$ cat src/rtl/kdpe_pkg.sv
// Shared types, constants and helper functions for the key debounce event detector.
package kdpe_pkg;

  localparam int NUM_KEYS_DEF = 4;
  localparam int FILTER_MULT  = 2;

  localparam int CFG_W     = 16;
  localparam int CFG_IDX_W = 3;

  localparam logic [CFG_IDX_W-1:0] REG_FILTER_TIME     = 3'd0;
  localparam logic [CFG_IDX_W-1:0] REG_TICK_STEP       = 3'd1;
  localparam logic [CFG_IDX_W-1:0] REG_LONG_PRESS_TIME = 3'd2;
  localparam logic [CFG_IDX_W-1:0] REG_REPEAT_PERIOD   = 3'd3;
  localparam logic [CFG_IDX_W-1:0] REG_DOUBLE_MIN      = 3'd4;
  localparam logic [CFG_IDX_W-1:0] REG_DOUBLE_MAX      = 3'd5;
  localparam logic [CFG_IDX_W-1:0] REG_REPORT_MASK     = 3'd6;

  localparam logic [6:0]  FILTER_TIME_RST     = 7'd20;
  localparam logic [6:0]  TICK_STEP_RST       = 7'd1;
  localparam logic [15:0] LONG_PRESS_TIME_RST = 16'd1000;
  localparam logic [7:0]  REPEAT_PERIOD_RST   = 8'd0;
  localparam logic [15:0] DOUBLE_MIN_RST      = 16'd0;
  localparam logic [15:0] DOUBLE_MAX_RST      = 16'd300;
  localparam logic [3:0]  REPORT_MASK_RST     = 4'd3;

  localparam logic [1:0] KIND_PRESS   = 2'd0;
  localparam logic [1:0] KIND_RELEASE = 2'd1;
  localparam logic [1:0] KIND_LONG    = 2'd2;
  localparam logic [1:0] KIND_DOUBLE  = 2'd3;

  localparam logic [8:0]  CNT9_MAX  = 9'h1FF;
  localparam logic [15:0] CNT16_MAX = 16'hFFFF;

  localparam int FIFO_DEPTH = 4;
  localparam int FIFO_PTR_W = $clog2(FIFO_DEPTH);
  localparam int FIFO_CNT_W = $clog2(FIFO_DEPTH + 1);

  typedef struct packed {
    logic [6:0]  filter_time;
    logic [6:0]  tick_step;
    logic [15:0] long_press_time;
    logic [7:0]  repeat_period;
    logic [15:0] double_min;
    logic [15:0] double_max;
    logic [3:0]  report_mask;
  } cfg_t;

  typedef struct packed {
    logic [8:0]  filter_count;
    logic        debounced_pressed;
    logic [15:0] held_count;
    logic [8:0]  rep_count;
    logic [15:0] released_count;
  } key_state_t;

  typedef struct packed {
    logic [1:0] key;
    logic [1:0] kind;
    logic       last;
  } event_t;

  // Up to two events produced by one tick, in output order.
  typedef struct packed {
    logic [1:0] count;
    event_t     first;
    event_t     second;
  } event_pair_t;

  function automatic logic [8:0] sat_add9(input logic [8:0] a, input logic [6:0] b);
    logic [9:0] s;
    s = {1'b0, a} + {3'b000, b};
    return s[9] ? CNT9_MAX : s[8:0];
  endfunction

  function automatic logic [15:0] sat_add16(input logic [15:0] a, input logic [6:0] b);
    logic [16:0] s;
    s = {1'b0, a} + {10'd0, b};
    return s[16] ? CNT16_MAX : s[15:0];
  endfunction

endpackage

$ cat src/rtl/kdpe_key_update.sv
// Per-key next-state and event logic for one tick sample.
module kdpe_key_update
  import kdpe_pkg::*;
(
  input  cfg_t        cfg,
  input  key_state_t  cur,
  input  logic [1:0]  key,
  input  logic        pressed,
  output key_state_t  nxt,
  output event_pair_t events
);

  logic [8:0]  f9;
  logic [8:0]  f2;
  logic [15:0] held_sum;
  logic [8:0]  rep_sum;
  logic [15:0] rel_base;
  logic        c0_v;
  logic        c1_v;
  logic [1:0]  c0_k;
  logic [1:0]  c1_k;

  assign f9 = {2'b00, cfg.filter_time};
  assign f2 = 9'(f9 * FILTER_MULT);
  assign held_sum = sat_add16(cur.held_count, cfg.tick_step);
  assign rep_sum  = sat_add9(cur.rep_count, cfg.tick_step);

  always_comb begin
    nxt      = cur;
    c0_v     = 1'b0;
    c1_v     = 1'b0;
    c0_k     = KIND_PRESS;
    c1_k     = KIND_PRESS;
    rel_base = cur.released_count;
    if (pressed) begin
      if (cur.filter_count < f9) begin
        nxt.filter_count = f9;
      end else if (cur.filter_count < f2) begin
        nxt.filter_count = sat_add9(cur.filter_count, cfg.tick_step);
      end else begin
        if (!cur.debounced_pressed) begin
          nxt.debounced_pressed = 1'b1;
          c0_v = cfg.report_mask[0];
          c0_k = KIND_PRESS;
        end
        if (cfg.long_press_time != 16'd0) begin
          if (cur.held_count < cfg.long_press_time) begin
            nxt.held_count = held_sum;
            c1_v = (held_sum == cfg.long_press_time) && cfg.report_mask[2];
            c1_k = KIND_LONG;
          end else if (cfg.repeat_period != 8'd0) begin
            // A repeat is reported as a press and is never masked.
            if (rep_sum >= {1'b0, cfg.repeat_period}) begin
              nxt.rep_count = 9'd0;
              c1_v = 1'b1;
            end else begin
              nxt.rep_count = rep_sum;
            end
            c1_k = KIND_PRESS;
          end
        end
      end
    end else begin
      if (cur.filter_count > f9) begin
        nxt.filter_count = f9;
      end else if (cur.filter_count != 9'd0) begin
        nxt.filter_count = (cur.filter_count > {2'b00, cfg.tick_step}) ?
                           cur.filter_count - {2'b00, cfg.tick_step} : 9'd0;
      end else begin
        if (cur.debounced_pressed) begin
          nxt.debounced_pressed = 1'b0;
          c0_v = cfg.report_mask[1];
          c0_k = KIND_RELEASE;
          c1_v = (cur.released_count > cfg.double_min) &&
                 (cur.released_count < cfg.double_max) && cfg.report_mask[3];
          c1_k = KIND_DOUBLE;
          rel_base = 16'd0;
        end
        nxt.released_count = sat_add16(rel_base, cfg.tick_step);
      end
      nxt.held_count = 16'd0;
      nxt.rep_count  = 9'd0;
    end
  end

  // Pack the candidates so the first valid one always leads.
  always_comb begin
    events.count       = {1'b0, c0_v} + {1'b0, c1_v};
    events.first.key   = key;
    events.first.kind  = c0_v ? c0_k : c1_k;
    events.first.last  = !(c0_v && c1_v);
    events.second.key  = key;
    events.second.kind = c1_k;
    events.second.last = 1'b1;
  end

endmodule

$ cat src/rtl/kdpe_event_fifo.sv
// Small event queue that takes up to two events per cycle and releases one while the reader is ready.
module kdpe_event_fifo
  import kdpe_pkg::*;
(
  input  logic        clk,
  input  logic        rst,
  input  event_pair_t push,
  output logic        room,
  output logic        out_valid,
  input  logic        out_ready,
  output event_t      head
);

  event_t                entries [FIFO_DEPTH];
  logic [FIFO_PTR_W-1:0] wr_ptr;
  logic [FIFO_PTR_W-1:0] rd_ptr;
  logic [FIFO_CNT_W-1:0] count;
  logic                  pop;

  assign out_valid = (count != '0);
  assign pop       = out_valid && out_ready;
  assign head      = entries[rd_ptr];
  // Space for a full pair, judged on the registered fill level.
  assign room      = (count <= FIFO_CNT_W'(FIFO_DEPTH - 2));

  always_ff @(posedge clk) begin
    if (push.count != 2'd0) begin
      entries[wr_ptr] <= push.first;
    end
    if (push.count == 2'd2) begin
      entries[wr_ptr + FIFO_PTR_W'(1)] <= push.second;
    end
  end

  always_ff @(posedge clk) begin
    if (rst) begin
      wr_ptr <= '0;
      rd_ptr <= '0;
      count  <= '0;
    end else begin
      wr_ptr <= wr_ptr + FIFO_PTR_W'(push.count);
      if (pop) begin
        rd_ptr <= rd_ptr + FIFO_PTR_W'(1);
      end
      count <= count + FIFO_CNT_W'(push.count) - FIFO_CNT_W'(pop);
    end
  end

endmodule

$ cat src/rtl/key_debounce_press_event_detector_unit.sv
// Top level of the key debounce and press event detector.
//
// The input channel (in_valid/in_ready) carries one tick sample per beat:
// the key index and its raw level. A beat is registered first; once the queue
// has room, the per-key counters are read, updated and written back, and the
// zero, one or two events that the tick causes are written into a four-deep
// event queue. The output channel (out_valid/out_ready) delivers one event
// per beat, and last_event marks the final event of a tick.
// The events of a tick pass through the tick register and the event queue
// before they are offered on the output channel.
// A tick is accepted every cycle while the queue has room for two events;
// ticks that produce two events are limited by the single-event output port.
// When the receiver stalls, the queue fills and in_ready falls, but the
// registered tick is held safely and no event is ever dropped.
// Reset restores every configuration register to its default and puts every
// key in the released state with its filter count equal to the default
// filter time. Configuration is written through cfg_write/cfg_index/cfg_data
// while the block is idle; indexes beyond the register list are ignored.
module key_debounce_press_event_detector_unit
  import kdpe_pkg::*;
#(
  parameter int NUM_KEYS = NUM_KEYS_DEF
) (
  input  logic                 clk,
  input  logic                 rst,
  input  logic                 in_valid,
  output logic                 in_ready,
  input  logic [1:0]           key_index,
  input  logic                 pressed,
  output logic                 out_valid,
  input  logic                 out_ready,
  output logic [1:0]           event_key,
  output logic [1:0]           event_kind,
  output logic                 last_event,
  input  logic                 cfg_write,
  input  logic [CFG_IDX_W-1:0] cfg_index,
  input  logic [CFG_W-1:0]     cfg_data
);

  localparam int IDX_W = (NUM_KEYS > 1) ? $clog2(NUM_KEYS) : 1;

  cfg_t cfg;

  // Registered tick sample.
  logic       s1_valid;
  logic [1:0] s1_key;
  logic       s1_pressed;

  logic        s1_adv;
  logic        s1_in_range;
  logic [IDX_W-1:0] s1_idx;
  logic        room;

  key_state_t  cur;
  key_state_t  nxt;
  event_pair_t events;
  event_pair_t push;
  event_t      head;

  // Per-key state, one register per key and field.
  logic [8:0]  filter_count      [NUM_KEYS];
  logic        debounced_pressed [NUM_KEYS];
  logic [15:0] held_count        [NUM_KEYS];
  logic [8:0]  rep_count         [NUM_KEYS];
  logic [15:0] released_count    [NUM_KEYS];

  // Configuration registers. Each write keeps only the register's width.
  always_ff @(posedge clk) begin
    if (rst) begin
      cfg.filter_time     <= FILTER_TIME_RST;
      cfg.tick_step       <= TICK_STEP_RST;
      cfg.long_press_time <= LONG_PRESS_TIME_RST;
      cfg.repeat_period   <= REPEAT_PERIOD_RST;
      cfg.double_min      <= DOUBLE_MIN_RST;
      cfg.double_max      <= DOUBLE_MAX_RST;
      cfg.report_mask     <= REPORT_MASK_RST;
    end else if (cfg_write) begin
      unique case (cfg_index)
        REG_FILTER_TIME:     cfg.filter_time     <= cfg_data[6:0];
        REG_TICK_STEP:       cfg.tick_step       <= cfg_data[6:0];
        REG_LONG_PRESS_TIME: cfg.long_press_time <= cfg_data;
        REG_REPEAT_PERIOD:   cfg.repeat_period   <= cfg_data[7:0];
        REG_DOUBLE_MIN:      cfg.double_min      <= cfg_data;
        REG_DOUBLE_MAX:      cfg.double_max      <= cfg_data;
        REG_REPORT_MASK:     cfg.report_mask     <= cfg_data[3:0];
        default: ;
      endcase
    end
  end

  // The registered tick moves on once the queue can take both of its events.
  // Because the key state is written at that same edge, a following tick for
  // the same key always sees the updated counters.
  assign s1_adv   = s1_valid && room;
  assign in_ready = !s1_valid || room;

  always_ff @(posedge clk) begin
    if (rst) begin
      s1_valid <= 1'b0;
    end else if (in_ready) begin
      s1_valid <= in_valid;
    end
  end

  always_ff @(posedge clk) begin
    if (in_valid && in_ready) begin
      s1_key     <= key_index;
      s1_pressed <= pressed;
    end
  end

  // Samples for keys that do not exist are dropped without effect.
  assign s1_in_range = ({30'd0, s1_key} < 32'(NUM_KEYS));
  assign s1_idx      = IDX_W'(s1_key);

  always_comb begin
    cur = '0;
    if (s1_in_range) begin
      cur.filter_count      = filter_count[s1_idx];
      cur.debounced_pressed = debounced_pressed[s1_idx];
      cur.held_count        = held_count[s1_idx];
      cur.rep_count         = rep_count[s1_idx];
      cur.released_count    = released_count[s1_idx];
    end
  end

  kdpe_key_update u_update (
    .cfg     (cfg),
    .cur     (cur),
    .key     (s1_key),
    .pressed (s1_pressed),
    .nxt     (nxt),
    .events  (events)
  );

  always_ff @(posedge clk) begin
    if (rst) begin
      for (int i = 0; i < NUM_KEYS; i++) begin
        filter_count[i]      <= {2'b00, FILTER_TIME_RST};
        debounced_pressed[i] <= 1'b0;
        held_count[i]        <= 16'd0;
        rep_count[i]         <= 9'd0;
        released_count[i]    <= 16'd0;
      end
    end else if (s1_adv && s1_in_range) begin
      filter_count[s1_idx]      <= nxt.filter_count;
      debounced_pressed[s1_idx] <= nxt.debounced_pressed;
      held_count[s1_idx]        <= nxt.held_count;
      rep_count[s1_idx]         <= nxt.rep_count;
      released_count[s1_idx]    <= nxt.released_count;
    end
  end

  always_comb begin
    push = events;
    if (!(s1_adv && s1_in_range)) begin
      push.count = 2'd0;
    end
  end

  kdpe_event_fifo u_queue (
    .clk       (clk),
    .rst       (rst),
    .push      (push),
    .room      (room),
    .out_valid (out_valid),
    .out_ready (out_ready),
    .head      (head)
  );

  assign event_key  = head.key;
  assign event_kind = head.kind;
  assign last_event = head.last;

endmodule

$ cat config.mk
export PLATFORM = sky130hd
export DESIGN_NAME = key_debounce_press_event_detector_unit
export DESIGN_NICKNAME = d
export VERILOG_FILES = /design/src/rtl/kdpe_pkg.sv /design/src/rtl/kdpe_key_update.sv /design/src/rtl/kdpe_event_fifo.sv /design/src/rtl/key_debounce_press_event_detector_unit.sv
export SDC_FILE = /design/constraint.sdc
export NUM_CORES = 1
export LEC_CHECK = 0
export ABC_AREA = 0
export BUFFER_PORTS_ARGS = -buffer_cell sky130_fd_sc_hd__buf_2
export CAP_MARGIN = 20
export CORE_ASPECT_RATIO = 0.8
export CORE_MARGIN = 1
export CORE_UTILIZATION = 39
export CTS_CLUSTER_DIAMETER = 60
export CTS_CLUSTER_SIZE = 20
export DETAILED_ROUTE_END_ITERATION = 12
export PLACE_DENSITY = 0.58
export SLEW_MARGIN = 20
export SYNTH_ARGS = -nofsm -noshare
export SYNTH_HDL_FRONTEND = slang
export SYNTH_SLANG_ARGS = --single-unit
export TNS_END_PERCENT = 1
$ cat constraint.sdc
create_clock -name clk -period 20 [get_ports clk]
set_input_delay 4 -clock clk [delete_from_list [all_inputs] [get_ports clk]]
set_output_delay 4 -clock clk [all_outputs]
set_load 0.01 [all_outputs]
==> results.env, run 1 <==
MAX_SLEW_HEADROOM_PCT=22.1
CTSRESIZECOUNT=0
WORST_HOLD_STARTPOINT='cfg[24]'
WORST_HOLD_PATH_TYPE='flip-flop to flip-flop'
AREA_DELTA_SYNTH_FINAL_PCT=9.76
SLEW_VIOL_FINAL=0
HTREE_LEVELS=1
DETAILROUTE.VIA_COUNT=13000
OUTCOME='finished, final reports clean'
NFILLCELLS=4282
CTS.HOLD.BUFFERS_ADDED=0
GRT_FIRST_PASS_WIRELENGTH_UM=74000
CRITICAL_PATH_REQUIRED_NS=20.38
SYNTH_EDF_COUNT=223
TOP_FF_CELL_SYNTH='sky130_fd_sc_hd__edfxtp_1'
ANTENNA_FOUND_INITIAL=2
SYN_AREA_PER_CELL_UM2=10.4
PLACE_WS_NS=12.94
FINALPOWER_mW=1.71
TIMING.FINAL.SETUP_VIOLATIONS=0
CRIT_PATH_START_KIND='flip-flop'
FP.DIEH_UM=192
MIN_PERIOD_OVER_PERIOD_PCT=34.3
FIN_SKEW_NS=0.0355
FIRST_GLOBAL_VIAS=12600
TOPROUTINGLAYERUSED='met4'
WORST_SLEW_PIN_SLEW_NS=1.15
ANT_NETS=0
DRV.MAX_CAP_VIOLATION_COUNT=0
GRT_UTIL_ALL_LAYERS_PCT=21.2
POSTSYNTHCELLCOUNT=1692
CTSLONGESTPATHBUFFERS=3
P_LEAK_nW=7.26
FINISH.NET_COUNT=1843
GP_CONGESTION=0.882
FINALWORSTPATHREQUIREDPERIOD_NS=6.87
MULTIINPUTGATEAREA_UM2=8250
DETAIL_ROUTE.WL_PER_CELL_UM=20.5
CRITICAL_PATH_ARRIVAL_NS=7.25
TIMING.FINAL.HOLD_VIOLATIONS=0
WHS_ENDPOINT='cfg[24]'
POST_CTS_BUFFERS=0
DR.PASS1.ITERS=5
SYNTH.DISTINCT_CELLS=76
HPWL_UM=34300
CTS.ROOT.BUFFER_CELL='sky130_fd_sc_hd__clkbuf_16'
CRIT_PATH_END_KIND='flip-flop'
IRDROPWORSTVDD_mV=0.0594
LAYOUT_SETUP_WS_NS=13.13
WORSTREGTOREGCELLS=25
POST_ROUTE_DRC=0
REGTOREGSETUPSLACK_NS=13.13
NET_COUNT_AFTER_SYNTHESIS=1832
FF_LATCH_AREA_UM2=8500
DIEAREA_UM2=45800
VIAS_PER_CELL=5.57
POWER-PER-CELL-AREA_nW_PER_UM2=88.9
ROUTED-WL-MET2_UM=20000
FINAL_LAYOUT_SIZE_SUFFIX_GT1_SHARE_PCT=10.0
SYNTHARSTFLOPSHARE_PCT=0
WORSTSETUPPATHTYPE='flip-flop to flip-flop'
POST_SYNTH_MAIN_AREA_CONTRIBUTORS='sky130_fd_sc_hd__edfxtp_1 (38%), sky130_fd_sc_hd__dfxtp_1 (10%), sky130_fd_sc_hd__ha_1 (7.6%)'
MIN_DELAY_PATH_DEPTH=2
START_UTIL_PCT=39.5
DIE_EXTENT_IN_X_UM=239
CLOCK_INSERTION_DELAY_WORST_SKEW_NS=0.59
GLOBALROUTE.TOTALOVERFLOW=0
BOUNDARYPINS=34
WL_UM=47800
LARGEST_NET_DEGREE_AT_THE_START_OF_GLOBAL_ROUTING=56
HOLD_WS_NS=0.456
AREA_OF_THE_CORE_REGION_UM2=44400
CLOCK_SLEW_SEEN_BY_THE_REGISTERS_OF_THE_WORST_SETUP_AND_HOLD_PATHS_NS=0.08
FMAXACHIEVABLE_GHz=0.146
CTS_NUM_SINKS=313
INITIALDRTVIOLATIONCOUNT=1251
MET3ROUTEDLENGTH_UM=3680
CRITICAL_PATH.REG2REG.ENDPOINT='u_queue.entries[0][2]'
SYNTH.FF_LATCH_COUNT=313
YS.WARNINGS.COUNT=0
GRT_SETUP_UNREPAIRED='no'
PLACEMENTROWS=69
NUMBER_OF_BUFFERS_ADDED_BY_THE_CLOCK_TREE_SYNTHESIS_STEP=29
SYNTH.YOSYS.SEQ_AREA_SHARE_PCT=48.5
PLACE.PORT_BUFFERS=33
PATH_MAX_FANOUT=24
SYNTH_TOP_AREA_SHARE_PCT=38.2
SETUP_TOTAL_NEGATIVE_SLACK_NS=0
CLOCK_TREE_FROM_TRITONCTS='done'
SYNTH_TOP_CELL_BY_AREA='sky130_fd_sc_hd__edfxtp_1'
DRT-MET1-WL_UM=23200
POST_SYNTH_INSTANCE_AREA_UM2=17500
## cells by family after synthesis
group | after synthesis | share of synthesized area (%)
compound gates | 324 | 11.9
mux | 81 | 8.89
fa+ha+maj | 113 | 8.32
flops | 313 | 48.5
xor+xnor | 38 | 1.90
buf+inv | 195 | 4.62
simple gates | 628 | 15.9
## per-layer routing
layer | global-route usage [%] | vias to the layer above
met5 | 0 | -
li1 | - | 6121
met2 | 31.1 | 405
met4 | 4.41 | 0
met3 | 4.31 | 50
met1 | 32.0 | 6398
## cell usage after synthesis (6+ instances only)
| master | n |
|---|---|
| sky130_fd_sc_hd__clkbuf_1 | 56 |
| sky130_fd_sc_hd__xor2_1 | 7 |
| sky130_fd_sc_hd__a21oi_1 | 116 |
| sky130_fd_sc_hd__nand4_1 | 11 |
| sky130_fd_sc_hd__nor2b_1 | 23 |
| sky130_fd_sc_hd__mux4_1 | 13 |
| sky130_fd_sc_hd__o21a_1 | 12 |
| sky130_fd_sc_hd__nand3b_1 | 6 |
| sky130_fd_sc_hd__fa_1 | 6 |
| sky130_fd_sc_hd__nor2_1 | 266 |
| sky130_fd_sc_hd__and2_1 | 23 |
| sky130_fd_sc_hd__nand2b_1 | 21 |
| sky130_fd_sc_hd__nand2_1 | 174 |
| sky130_fd_sc_hd__or3_1 | 10 |
| sky130_fd_sc_hd__a211o_1 | 11 |
| sky130_fd_sc_hd__dfxtp_1 | 90 |
| sky130_fd_sc_hd__o31ai_1 | 6 |
| sky130_fd_sc_hd__buf_4 | 6 |
| sky130_fd_sc_hd__a221oi_1 | 7 |
| sky130_fd_sc_hd__xnor2_1 | 31 |
| sky130_fd_sc_hd__mux2i_1 | 19 |
| sky130_fd_sc_hd__nor4_1 | 10 |
| sky130_fd_sc_hd__a31oi_1 | 6 |
| sky130_fd_sc_hd__nor3_1 | 21 |
| sky130_fd_sc_hd__a21o_1 | 29 |
| sky130_fd_sc_hd__a211oi_1 | 17 |
| sky130_fd_sc_hd__and3_1 | 12 |
| sky130_fd_sc_hd__inv_1 | 119 |
| sky130_fd_sc_hd__and4_1 | 6 |
| sky130_fd_sc_hd__edfxtp_1 | 223 |
| sky130_fd_sc_hd__ha_1 | 107 |
| sky130_fd_sc_hd__o211ai_1 | 8 |
| sky130_fd_sc_hd__buf_2 | 7 |
| sky130_fd_sc_hd__mux4_2 | 42 |
| sky130_fd_sc_hd__nand3_1 | 33 |
| sky130_fd_sc_hd__mux2_2 | 6 |
| sky130_fd_sc_hd__o21ai_0 | 58 |
## cell type report
type                            instances  share of cell area [%]
Inverter                              119                    2.32
Clock inverter                         21                    1.14
Timing Repair Buffer                   56                    1.75
Sequential cell                       313                    44.2
Antenna cell                            1                  0.0130
Tap cell                              603                    3.92
Multi-Input combinational cell       1184                    42.9
Clock buffer                           31                    3.81
## sequential cells by signal, summed over array words and instances (netlist names), 3 cells and up, named ones only
register,cells
u_queue.count,3
filter_count,36
held_count,64
cfg,74
debounced_pressed,4
released_count,64
u_queue.entries,20
rep_count,36
## worst max-delay path, cell delays in order, from the launching register on
cell	delay [ns]
sky130_fd_sc_hd__dfxtp_4	0.67
sky130_fd_sc_hd__mux4_2	0.62
sky130_fd_sc_hd__ha_1	0.30
sky130_fd_sc_hd__a21o_1	0.18
sky130_fd_sc_hd__a21oi_1	0.24
sky130_fd_sc_hd__o21ai_0	0.16
sky130_fd_sc_hd__a21o_1	0.19
sky130_fd_sc_hd__a21o_1	0.24
sky130_fd_sc_hd__a21oi_1	0.22
sky130_fd_sc_hd__ha_1	0.27
sky130_fd_sc_hd__nand2b_1	0.14
sky130_fd_sc_hd__a21o_1	0.18
sky130_fd_sc_hd__a21o_1	0.18
sky130_fd_sc_hd__a211oi_1	0.23
sky130_fd_sc_hd__o21a_1	0.15
sky130_fd_sc_hd__o211ai_1	0.35
sky130_fd_sc_hd__nand3_1	0.34
sky130_fd_sc_hd__o31a_1	0.23
sky130_fd_sc_hd__o31ai_1	0.10
sky130_fd_sc_hd__ha_1	0.43
sky130_fd_sc_hd__nand2b_1	0.22
sky130_fd_sc_hd__nor2_1	0.10
sky130_fd_sc_hd__o21ai_0	0.08
sky130_fd_sc_hd__a21oi_1	0.52
sky130_fd_sc_hd__inv_1	0.13
sky130_fd_sc_hd__a211oi_1	0.20
## cells in the final DEF (no fill, tap or decap), drive strengths merged, types with 23 or more instances in the layout
master,n
and2,25
nor2,266
mux4,55
ha,107
edfxtp,223
dfxtp,90
clkbuf,31
nand2,175
buf,56
o21ai,60
a21o,29
a21oi,116
inv,130
xnor2,31
nor2b,23
nand3,33
## worst max path at each step
| stage | start | cells past startpoint | end |
|---|---|---|---|
| 5_1_grt | flip-flop | 25 | u_queue.entries[0][2] |
| 6_report | flip-flop | 25 | u_queue.entries[0][2] |
| 4_1_cts | flip-flop | 25 | u_queue.entries[0][2] |
| 3_3_place_gp | rst | 7 | held_count[2][2] |
| 3_5_place_dp | rst | 7 | held_count[2][10] |
| 2_1_floorplan | flip-flop | 33 | u_queue.count[2] |
## per-stage QoR
| stage | area, um2 | util, % | instances |
|---|---|---|---|
| 2_1_floorplan | 17500 | - | 1692 |
| 3_3_place_gp | 18300 | 41.2 | 2275 |
| 3_5_place_dp | 18300 | 41.2 | 2275 |
| 4_1_cts | 19200 | 43.3 | 2327 |
| 5_1_grt | 19200 | 43.4 | 2327 |
| 6_report | 19300 | 43.4 | 2328 |
## power breakdown
| group | switching, mW | internal [mW] |
|---|---|---|
| Sequential | 0.0218 | 0.728 |
| Combinational | 0.248 | 0.145 |
| Clock | 0.277 | 0.292 |
| Total | 0.546 | 1.17 |
(Power assumes the default switching activity.)
==> run 2: changes to the inputs <==
==> constraint.sdc (replaced) <==
create_clock -name clk -period 6.89 [get_ports clk]
set_input_delay 1.378 -clock clk [delete_from_list [all_inputs] [get_ports clk]]
set_output_delay 1.378 -clock clk [all_outputs]
set_load 0.01 [all_outputs]
==> run 2 against run 1 <==
Combinational power increased to 2.9 times the previous value; global-route usage increased by 0.11 points; cell count is 0.26% higher; critical path type unchanged; worst setup slack got worse by 12 ns; maximum frequency grew 12%; power rose to 2.9 times the previous value; cell area rose by 0.45%; sequential power grew to 2.9 times the previous value; via count is 0.12% higher; first-iteration DRC count is 4.6% lower.
==> results.env, run 2 (same netlist as run 1, synthesis figures left out) <==
DIEAREA_UM2=45800  # unchanged
ANTENNA_FOUND_INITIAL=1  # -1
FP.DIEH_UM=192  # unchanged
PLACE.PORT_BUFFERS=33  # unchanged
GRT_FIRST_PASS_WIRELENGTH_UM=74300  # +0.41%
CRITICAL_PATH_REQUIRED_NS=7.31  # -13.07 ns
CLOCK_SLEW_SEEN_BY_THE_REGISTERS_OF_THE_WORST_SETUP_AND_HOLD_PATHS_NS=0.07  # about the same
HTREE_LEVELS=1  # unchanged
GP_CONGESTION=0.871  # -1.2%
P_LEAK_nW=7.31  # +0.68%
FINISH.NET_COUNT=1850  # +0.38%
GLOBALROUTE.TOTALOVERFLOW=0  # unchanged
PATH_MAX_FANOUT=15  # -38%
CTSRESIZECOUNT=0  # unchanged
DRT-MET1-WL_UM=23200  # -0.15%
MAX_SLEW_HEADROOM_PCT=24.6  # +2.5 points
ROUTED-WL-MET2_UM=21200  # +6.2%
CRIT_PATH_START_KIND='flip-flop'
CRITICAL_PATH_ARRIVAL_NS=6.54  # -0.71 ns
WL_UM=48400  # +1.2%
POWER-PER-CELL-AREA_nW_PER_UM2=259  # +190%
SLOWEST_STAGE_CELL_CRIT_PATH='sky130_fd_sc_hd__dfxtp_2'
DETAILROUTE.VIA_COUNT=13000  # +0.12%
MOSTFREQUENTLAYOUTCELL='sky130_fd_sc_hd__nor2_1'
PLACED_AREA_UM2=18400  # +0.40%
POSTLAYOUTCELLAREA_UM2=19300  # +0.45%
NFILLCELLS=4242  # -0.93%
POST_CTS_BUFFERS=0  # unchanged
GRT_UTIL_ALL_LAYERS_PCT=21.3  # +0.11 points
FF_LATCH_AREA_UM2=8500  # unchanged
POST_ROUTE_DRC=0  # unchanged
AREA_OF_THE_CORE_REGION_UM2=44400  # unchanged
WORSTSETUPPATHTYPE='flip-flop to flip-flop'
LAYOUT.CELLS.MOST_COMMON_LIST='sky130_fd_sc_hd__nor2_1 (266), sky130_fd_sc_hd__edfxtp_1 (223), sky130_fd_sc_hd__nand2_1 (174), sky130_fd_sc_hd__inv_1 (119), sky130_fd_sc_hd__a21oi_1 (116)'
REGISTERS.TOP_BY_FF_COUNT='cfg'
MET3ROUTEDLENGTH_UM=3220  # -13%
HOLD_WS_NS=0.458  # +0.00228 ns
CRIT_PATH_FREQUENT_CELL='sky130_fd_sc_hd__a21o_1'
CTSLONGESTPATHBUFFERS=3  # unchanged
WORST_HOLD_PATH_TYPE='flip-flop to flip-flop'
HPWL_UM=33900  # -1.3%
TOPROUTINGLAYERUSED='met5'
PLACE_WS_NS=0.816  # -12.13 ns
AREA_DELTA_SYNTH_FINAL_PCT=10.3
CTS_NUM_SINKS=313  # unchanged
ANTENNA_CELLS_INSERTED=0  # -1
DRV.MAX_CAP_VIOLATION_COUNT=0  # unchanged
CTS.HOLD.BUFFERS_ADDED=0  # unchanged
BOUNDARYPINS=34  # unchanged
TOP_FLOP_REGS='cfg: 74 flops, held_count: 64 flops, released_count: 64 flops'
VIAS_PER_CELL=5.57  # -0.13%
FIRST_GLOBAL_VIAS=12500  # -0.84%
INITIALDRTVIOLATIONCOUNT=1193  # -4.6%
FINAL_LAYOUT_SIZE_SUFFIX_GT1_SHARE_PCT=10.4  # +0.36 points
DR.PASS1.ITERS=6  # +1
START_UTIL_PCT=39.5  # unchanged
FMAXACHIEVABLE_GHz=0.164  # +12%
TIMING.FINAL.SETUP_VIOLATIONS=0  # unchanged
SLEW_VIOL_FINAL=0  # unchanged
CTS.ROOT.BUFFER_CELL='sky130_fd_sc_hd__clkbuf_16'
MIN_PERIOD_OVER_PERIOD_PCT=88.8  # +54 points
FINALPOWER_mW=5.00  # +190%
ANT_NETS=0  # unchanged
DIE_EXTENT_IN_X_UM=239  # unchanged
NUMBER_OF_BUFFERS_ADDED_BY_THE_CLOCK_TREE_SYNTHESIS_STEP=28  # -3.4%
CLOCK_TREE_FROM_TRITONCTS='done'
CRIT_PATH_END_KIND='flip-flop'
TIMING.FINAL.HOLD_VIOLATIONS=0  # unchanged
LARGEST_REGISTER_FFS=74  # unchanged
WORST_SLEW_PIN_SLEW_NS=1.13  # -0.0264 ns
OUTCOME='finished, final reports clean'
FINALWORSTPATHREQUIREDPERIOD_NS=6.12  # -0.753 ns
LAYOUT_SETUP_WS_NS=0.774  # -12.36 ns
FIN_SKEW_NS=0.0380  # +0.00248 ns
MULTIINPUTGATEAREA_UM2=8240  # -0.12%
IRDROPWORSTVDD_mV=0.211  # +250%
TIMING.CRITICAL_PATH.SLOWEST_CELL_DELAY_NS=0.59  # -0.08 ns
SETUP_TOTAL_NEGATIVE_SLACK_NS=0  # unchanged
LARGEST_NET_DEGREE_AT_THE_START_OF_GLOBAL_ROUTING=82  # +46%
PLACEMENTROWS=69  # unchanged
DETAIL_ROUTE.WL_PER_CELL_UM=20.7  # +0.91%
CLOCK_INSERTION_DELAY_WORST_SKEW_NS=0.60  # about the same
GRT_SETUP_UNREPAIRED='no'
[run 2: worst paths after layout]
kind | from | endpoint | slack (ns) | depth (start not counted)
hold reg to reg | cfg[17] | cfg[17] | 0.46 | 2
setup / recovery | flip-flop | u_queue.entries[0][2] | 0.77 | 25
setup reg to reg | flip-flop | u_queue.entries[0][2] | 0.77 | 25
hold / removal | cfg[17] | cfg[17] | 0.46 | 2
[run 2: critical path: cells and delay by family, from the launching register on]
family	cells	cell delay, ns
compound gates	16	3.19
fa+ha+maj	3	1.00
buf+inv	1	0.12
flops	1	0.59
mux	1	0.43
simple gates	4	0.64
[run 2: layout make-up]
class                           instances  area share (%)
Inverter                              119            2.31
Clock inverter                         22            1.42
Timing Repair Buffer                   64            2.12
Multi-Input combinational cell       1184            42.6
Tap cell                              603            3.90
Sequential cell                       313            44.0
Clock buffer                           29            3.64
[run 2: metrics by stage]
step           cells  utilization [%]
2_1_floorplan   1692                -
3_3_place_gp    2283             41.4
3_5_place_dp    2283             41.4
4_1_cts         2334             43.6
5_1_grt         2334             43.6
6_report        2334             43.6
[run 2: layer usage]
| layer | vias to the layer above | track usage (%) |
|---|---|---|
| met4 | 2 | 3.43 |
| met3 | 42 | 3.20 |
| met5 | - | 0 |
| met2 | 408 | 33.0 |
| met1 | 6420 | 31.8 |
| li1 | 6118 | - |
[run 2: power breakdown]
| part | switching [mW] | total, mW | internal, mW |
|---|---|---|---|
| Combinational | 0.715 | 1.14 | 0.430 |
| Clock | 0.816 | 1.69 | 0.869 |
| Sequential | 0.0614 | 2.17 | 2.11 |
| Total | 1.59 | 5.00 | 3.41 |
==> run 3: changes to the inputs <==
--- a/config.mk
+++ b/config.mk
@@ -10,11 +10,12 @@
 export CAP_MARGIN = 20
 export CORE_ASPECT_RATIO = 0.8
 export CORE_MARGIN = 1
-export CORE_UTILIZATION = 39
+export CORE_UTILIZATION = 50
 export CTS_CLUSTER_DIAMETER = 60
 export CTS_CLUSTER_SIZE = 20
 export DETAILED_ROUTE_END_ITERATION = 12
-export PLACE_DENSITY = 0.58
+export PLACE_DENSITY = 0.7
+export SETUP_SLACK_MARGIN = 0.2
 export SLEW_MARGIN = 20
 export SYNTH_ARGS = -nofsm -noshare
 export SYNTH_HDL_FRONTEND = slang
==> run 3 against run 2 <==
Power decreased by 2.1%; clock power is 5% lower; cell area shrank 1.5%; clock-buffer cell count decreased by 1; flip-flop and latch count did not move; combinational power about the same; register-to-register slack got worse by 0.12 ns; non-clock buffer count fell by 4; maximum frequency down 1.9%; cell count fell by 6.3%; worst setup slack lost 0.12 ns.
==> results.env, run 3 (same netlist as run 1, synthesis figures left out) <==
MAX_SLEW_HEADROOM_PCT=31.3  # +6.7 points
ANTENNA_FOUND_INITIAL=0  # -1
FF_LATCH_AREA_UM2=8500  # unchanged
DR.PASS1.ITERS=6  # unchanged
LAYOUT.CELLS.MOST_COMMON_LIST='sky130_fd_sc_hd__nor2_1 (264), sky130_fd_sc_hd__edfxtp_1 (223), sky130_fd_sc_hd__nand2_1 (173), sky130_fd_sc_hd__inv_1 (119), sky130_fd_sc_hd__a21oi_1 (115)'
SLOWEST_STAGE_CELL_CRIT_PATH='sky130_fd_sc_hd__dfxtp_4'
OUTCOME='finished, final reports clean'
SLEW_VIOL_FINAL=0  # unchanged
PLACE_WS_NS=0.666  # -0.149 ns
FINAL_LAYOUT_SIZE_SUFFIX_GT1_SHARE_PCT=10.1  # -0.29 points
FIN_CELLS=2187  # -6.3%
ANT_NETS=0  # unchanged
AREA_DELTA_SYNTH_FINAL_PCT=8.63
FINALWORSTPATHREQUIREDPERIOD_NS=6.24  # +0.119 ns
HTREE_LEVELS=1  # unchanged
MOSTFREQUENTLAYOUTCELL='sky130_fd_sc_hd__nor2_1'
ANTENNA_CELLS_INSERTED=0  # unchanged
LAYOUT_SETUP_WS_NS=0.655  # -0.119 ns
POST_ROUTE_DRC=0  # unchanged
CRIT_PATH_FREQUENT_CELL='sky130_fd_sc_hd__a21o_1'
PATH_MAX_FANOUT=20  # +5
DIEAREA_UM2=35800  # -22%
DETAIL_ROUTE.WL_PER_CELL_UM=20.9  # +0.90%
CRIT_PATH_END_KIND='flip-flop'
START_UTIL_PCT=51.5  # +12 points
FINISH.NET_COUNT=1843  # -0.38%
SETUP_TOTAL_NEGATIVE_SLACK_NS=0  # unchanged
WORSTSETUPPATHTYPE='flip-flop to flip-flop'
REGISTERS.TOP_BY_FF_COUNT='cfg'
LARGEST_REGISTER_FFS=74  # unchanged
MIN_PERIOD_OVER_PERIOD_PCT=90.5  # +1.7 points
FIN_SKEW_NS=0.0135  # -0.0245 ns
WORST_SLEW_PIN_SLEW_NS=1.03  # -0.0989 ns
TIMING.CRITICAL_PATH.SLOWEST_CELL_DELAY_NS=0.62  # +0.03 ns
WORST_HOLD_PATH_TYPE='flip-flop to flip-flop'
CLOCK_TREE_FROM_TRITONCTS='done'
PLACEMENTROWS=60  # -13%
CTSLONGESTPATHBUFFERS=3  # unchanged
P_LEAK_nW=7.24  # -0.97%
INITIALDRTVIOLATIONCOUNT=1141  # -4.4%
GRT_UTIL_ALL_LAYERS_PCT=25.9  # +4.6 points
GRT_FIRST_PASS_WIRELENGTH_UM=71200  # -4.2%
MULTIINPUTGATEAREA_UM2=8260  # +0.21%
REGTOREGSETUPSLACK_NS=0.65  # -0.12 ns
CTS.HOLD.BUFFERS_ADDED=0  # unchanged
VIAS_PER_CELL=5.97  # +7.2%
NFILLCELLS=2987  # -30%
DETAILROUTE.VIA_COUNT=13000  # +0.44%
HPWL_UM=31800  # -6.1%
CLOCK_SLEW_SEEN_BY_THE_REGISTERS_OF_THE_WORST_SETUP_AND_HOLD_PATHS_NS=0.08  # about the same
CTSRESIZECOUNT=0  # unchanged
FIRST_GLOBAL_VIAS=12600  # +0.85%
POST_CTS_BUFFERS=0  # unchanged
GRT_SETUP_UNREPAIRED='yes'
FMAXACHIEVABLE_GHz=0.160  # -1.9%
TIMING.FINAL.HOLD_VIOLATIONS=0  # unchanged
AREA_OF_THE_CORE_REGION_UM2=34100  # -23%
TIMING.FINAL.SETUP_VIOLATIONS=0  # unchanged
CRITICAL_PATH_ARRIVAL_NS=6.67  # +0.13 ns
DRV.MAX_CAP_VIOLATION_COUNT=0  # unchanged
CTS_NUM_SINKS=313  # unchanged
BOUNDARYPINS=34  # unchanged
LARGEST_NET_DEGREE_AT_THE_START_OF_GLOBAL_ROUTING=52  # -37%
TOP_FLOP_REGS='cfg: 74 flops, held_count: 64 flops, released_count: 64 flops'
CTS.ROOT.BUFFER_CELL='sky130_fd_sc_hd__clkbuf_16'
POST-PLACE-CELLS=2141  # -6.2%
DIE_EXTENT_IN_X_UM=211  # -12%
FP.DIEH_UM=170  # -12%
IRDROPWORSTVDD_mV=0.232  # +9.8%
NUMBER_OF_BUFFERS_ADDED_BY_THE_CLOCK_TREE_SYNTHESIS_STEP=25  # -11%
POWER-PER-CELL-AREA_nW_PER_UM2=257  # -0.61%
GP_CONGESTION=0.929  # +6.6%
CRITICAL_PATH_REQUIRED_NS=7.33  # +0.02 ns
CRIT_PATH_START_KIND='flip-flop'
GLOBALROUTE.TOTALOVERFLOW=0  # unchanged
PLACE.PORT_BUFFERS=33  # unchanged
WL_UM=45700  # -5.5%
CLOCK_INSERTION_DELAY_WORST_SKEW_NS=0.57  # -0.03 ns
## run 3: path summary, 6_finish.rpt
path                                 from          endpoint  cells after the start
worst max-delay path            flip-flop  u_queue.count[2]                     26
worst min-delay path               cfg[0]            cfg[0]                      1
worst max register to register  flip-flop  u_queue.count[2]                     26
worst min register to register     cfg[0]            cfg[0]                      1
## run 3: power by group
| group | total (mW) | switching, mW | internal, mW |
|---|---|---|---|
| logic | 1.13 | 0.706 | 0.424 |
| registers | 2.18 | 0.0622 | 2.11 |
| clock network | 1.60 | 0.766 | 0.829 |
| total | 4.90 | 1.53 | 3.37 |
## run 3: layout make-up
| cell class | instances | area share, % |
|---|---|---|
| inverter | 119 | 2.34 |
| sequential | 313 | 44.6 |
| clock buffer | 28 | 3.40 |
| timing repair buffer | 60 | 1.93 |
| multi-input combinational | 1184 | 43.4 |
| clock inverter | 18 | 1.29 |
| tap | 465 | 3.05 |
## run 3: routing by layer
layer  GRT usage [%]  up-vias  share of wire [%]
met2            40.6      451                 45
met5               0        -                  0
met4            6.43        0                2.2
li1                -     6110                  -
met3            4.13       63                7.2
met1            37.5     6423                 45
## run 3: worst max-delay path: cells and delay by family (launching register included)
kind | cells | cell delay [ns]
AO/OA/AOI/OAI | 13 | 2.41
XOR/XNOR | 2 | 0.32
adder cells (fa/ha/maj) | 5 | 1.54
buffers and inverters | 1 | 0.05
flip-flops | 1 | 0.62
multiplexers | 1 | 0.61
AND/OR/NAND/NOR | 4 | 0.57
## run 3: through the flow
step	utilization (%)	power (mW)	hold WS, ns	cell area [um2]
6_report	55.9	4.90	0.458	19100
5_1_grt	55.9	5.11	0.477	19100
4_1_cts	55.9	4.90	0.457	19000
3_5_place_dp	53.2	3.33	0.442	18100
3_3_place_gp	53.2	3.30	0.442	18100
2_1_floorplan	-	3.01	0.427	17500
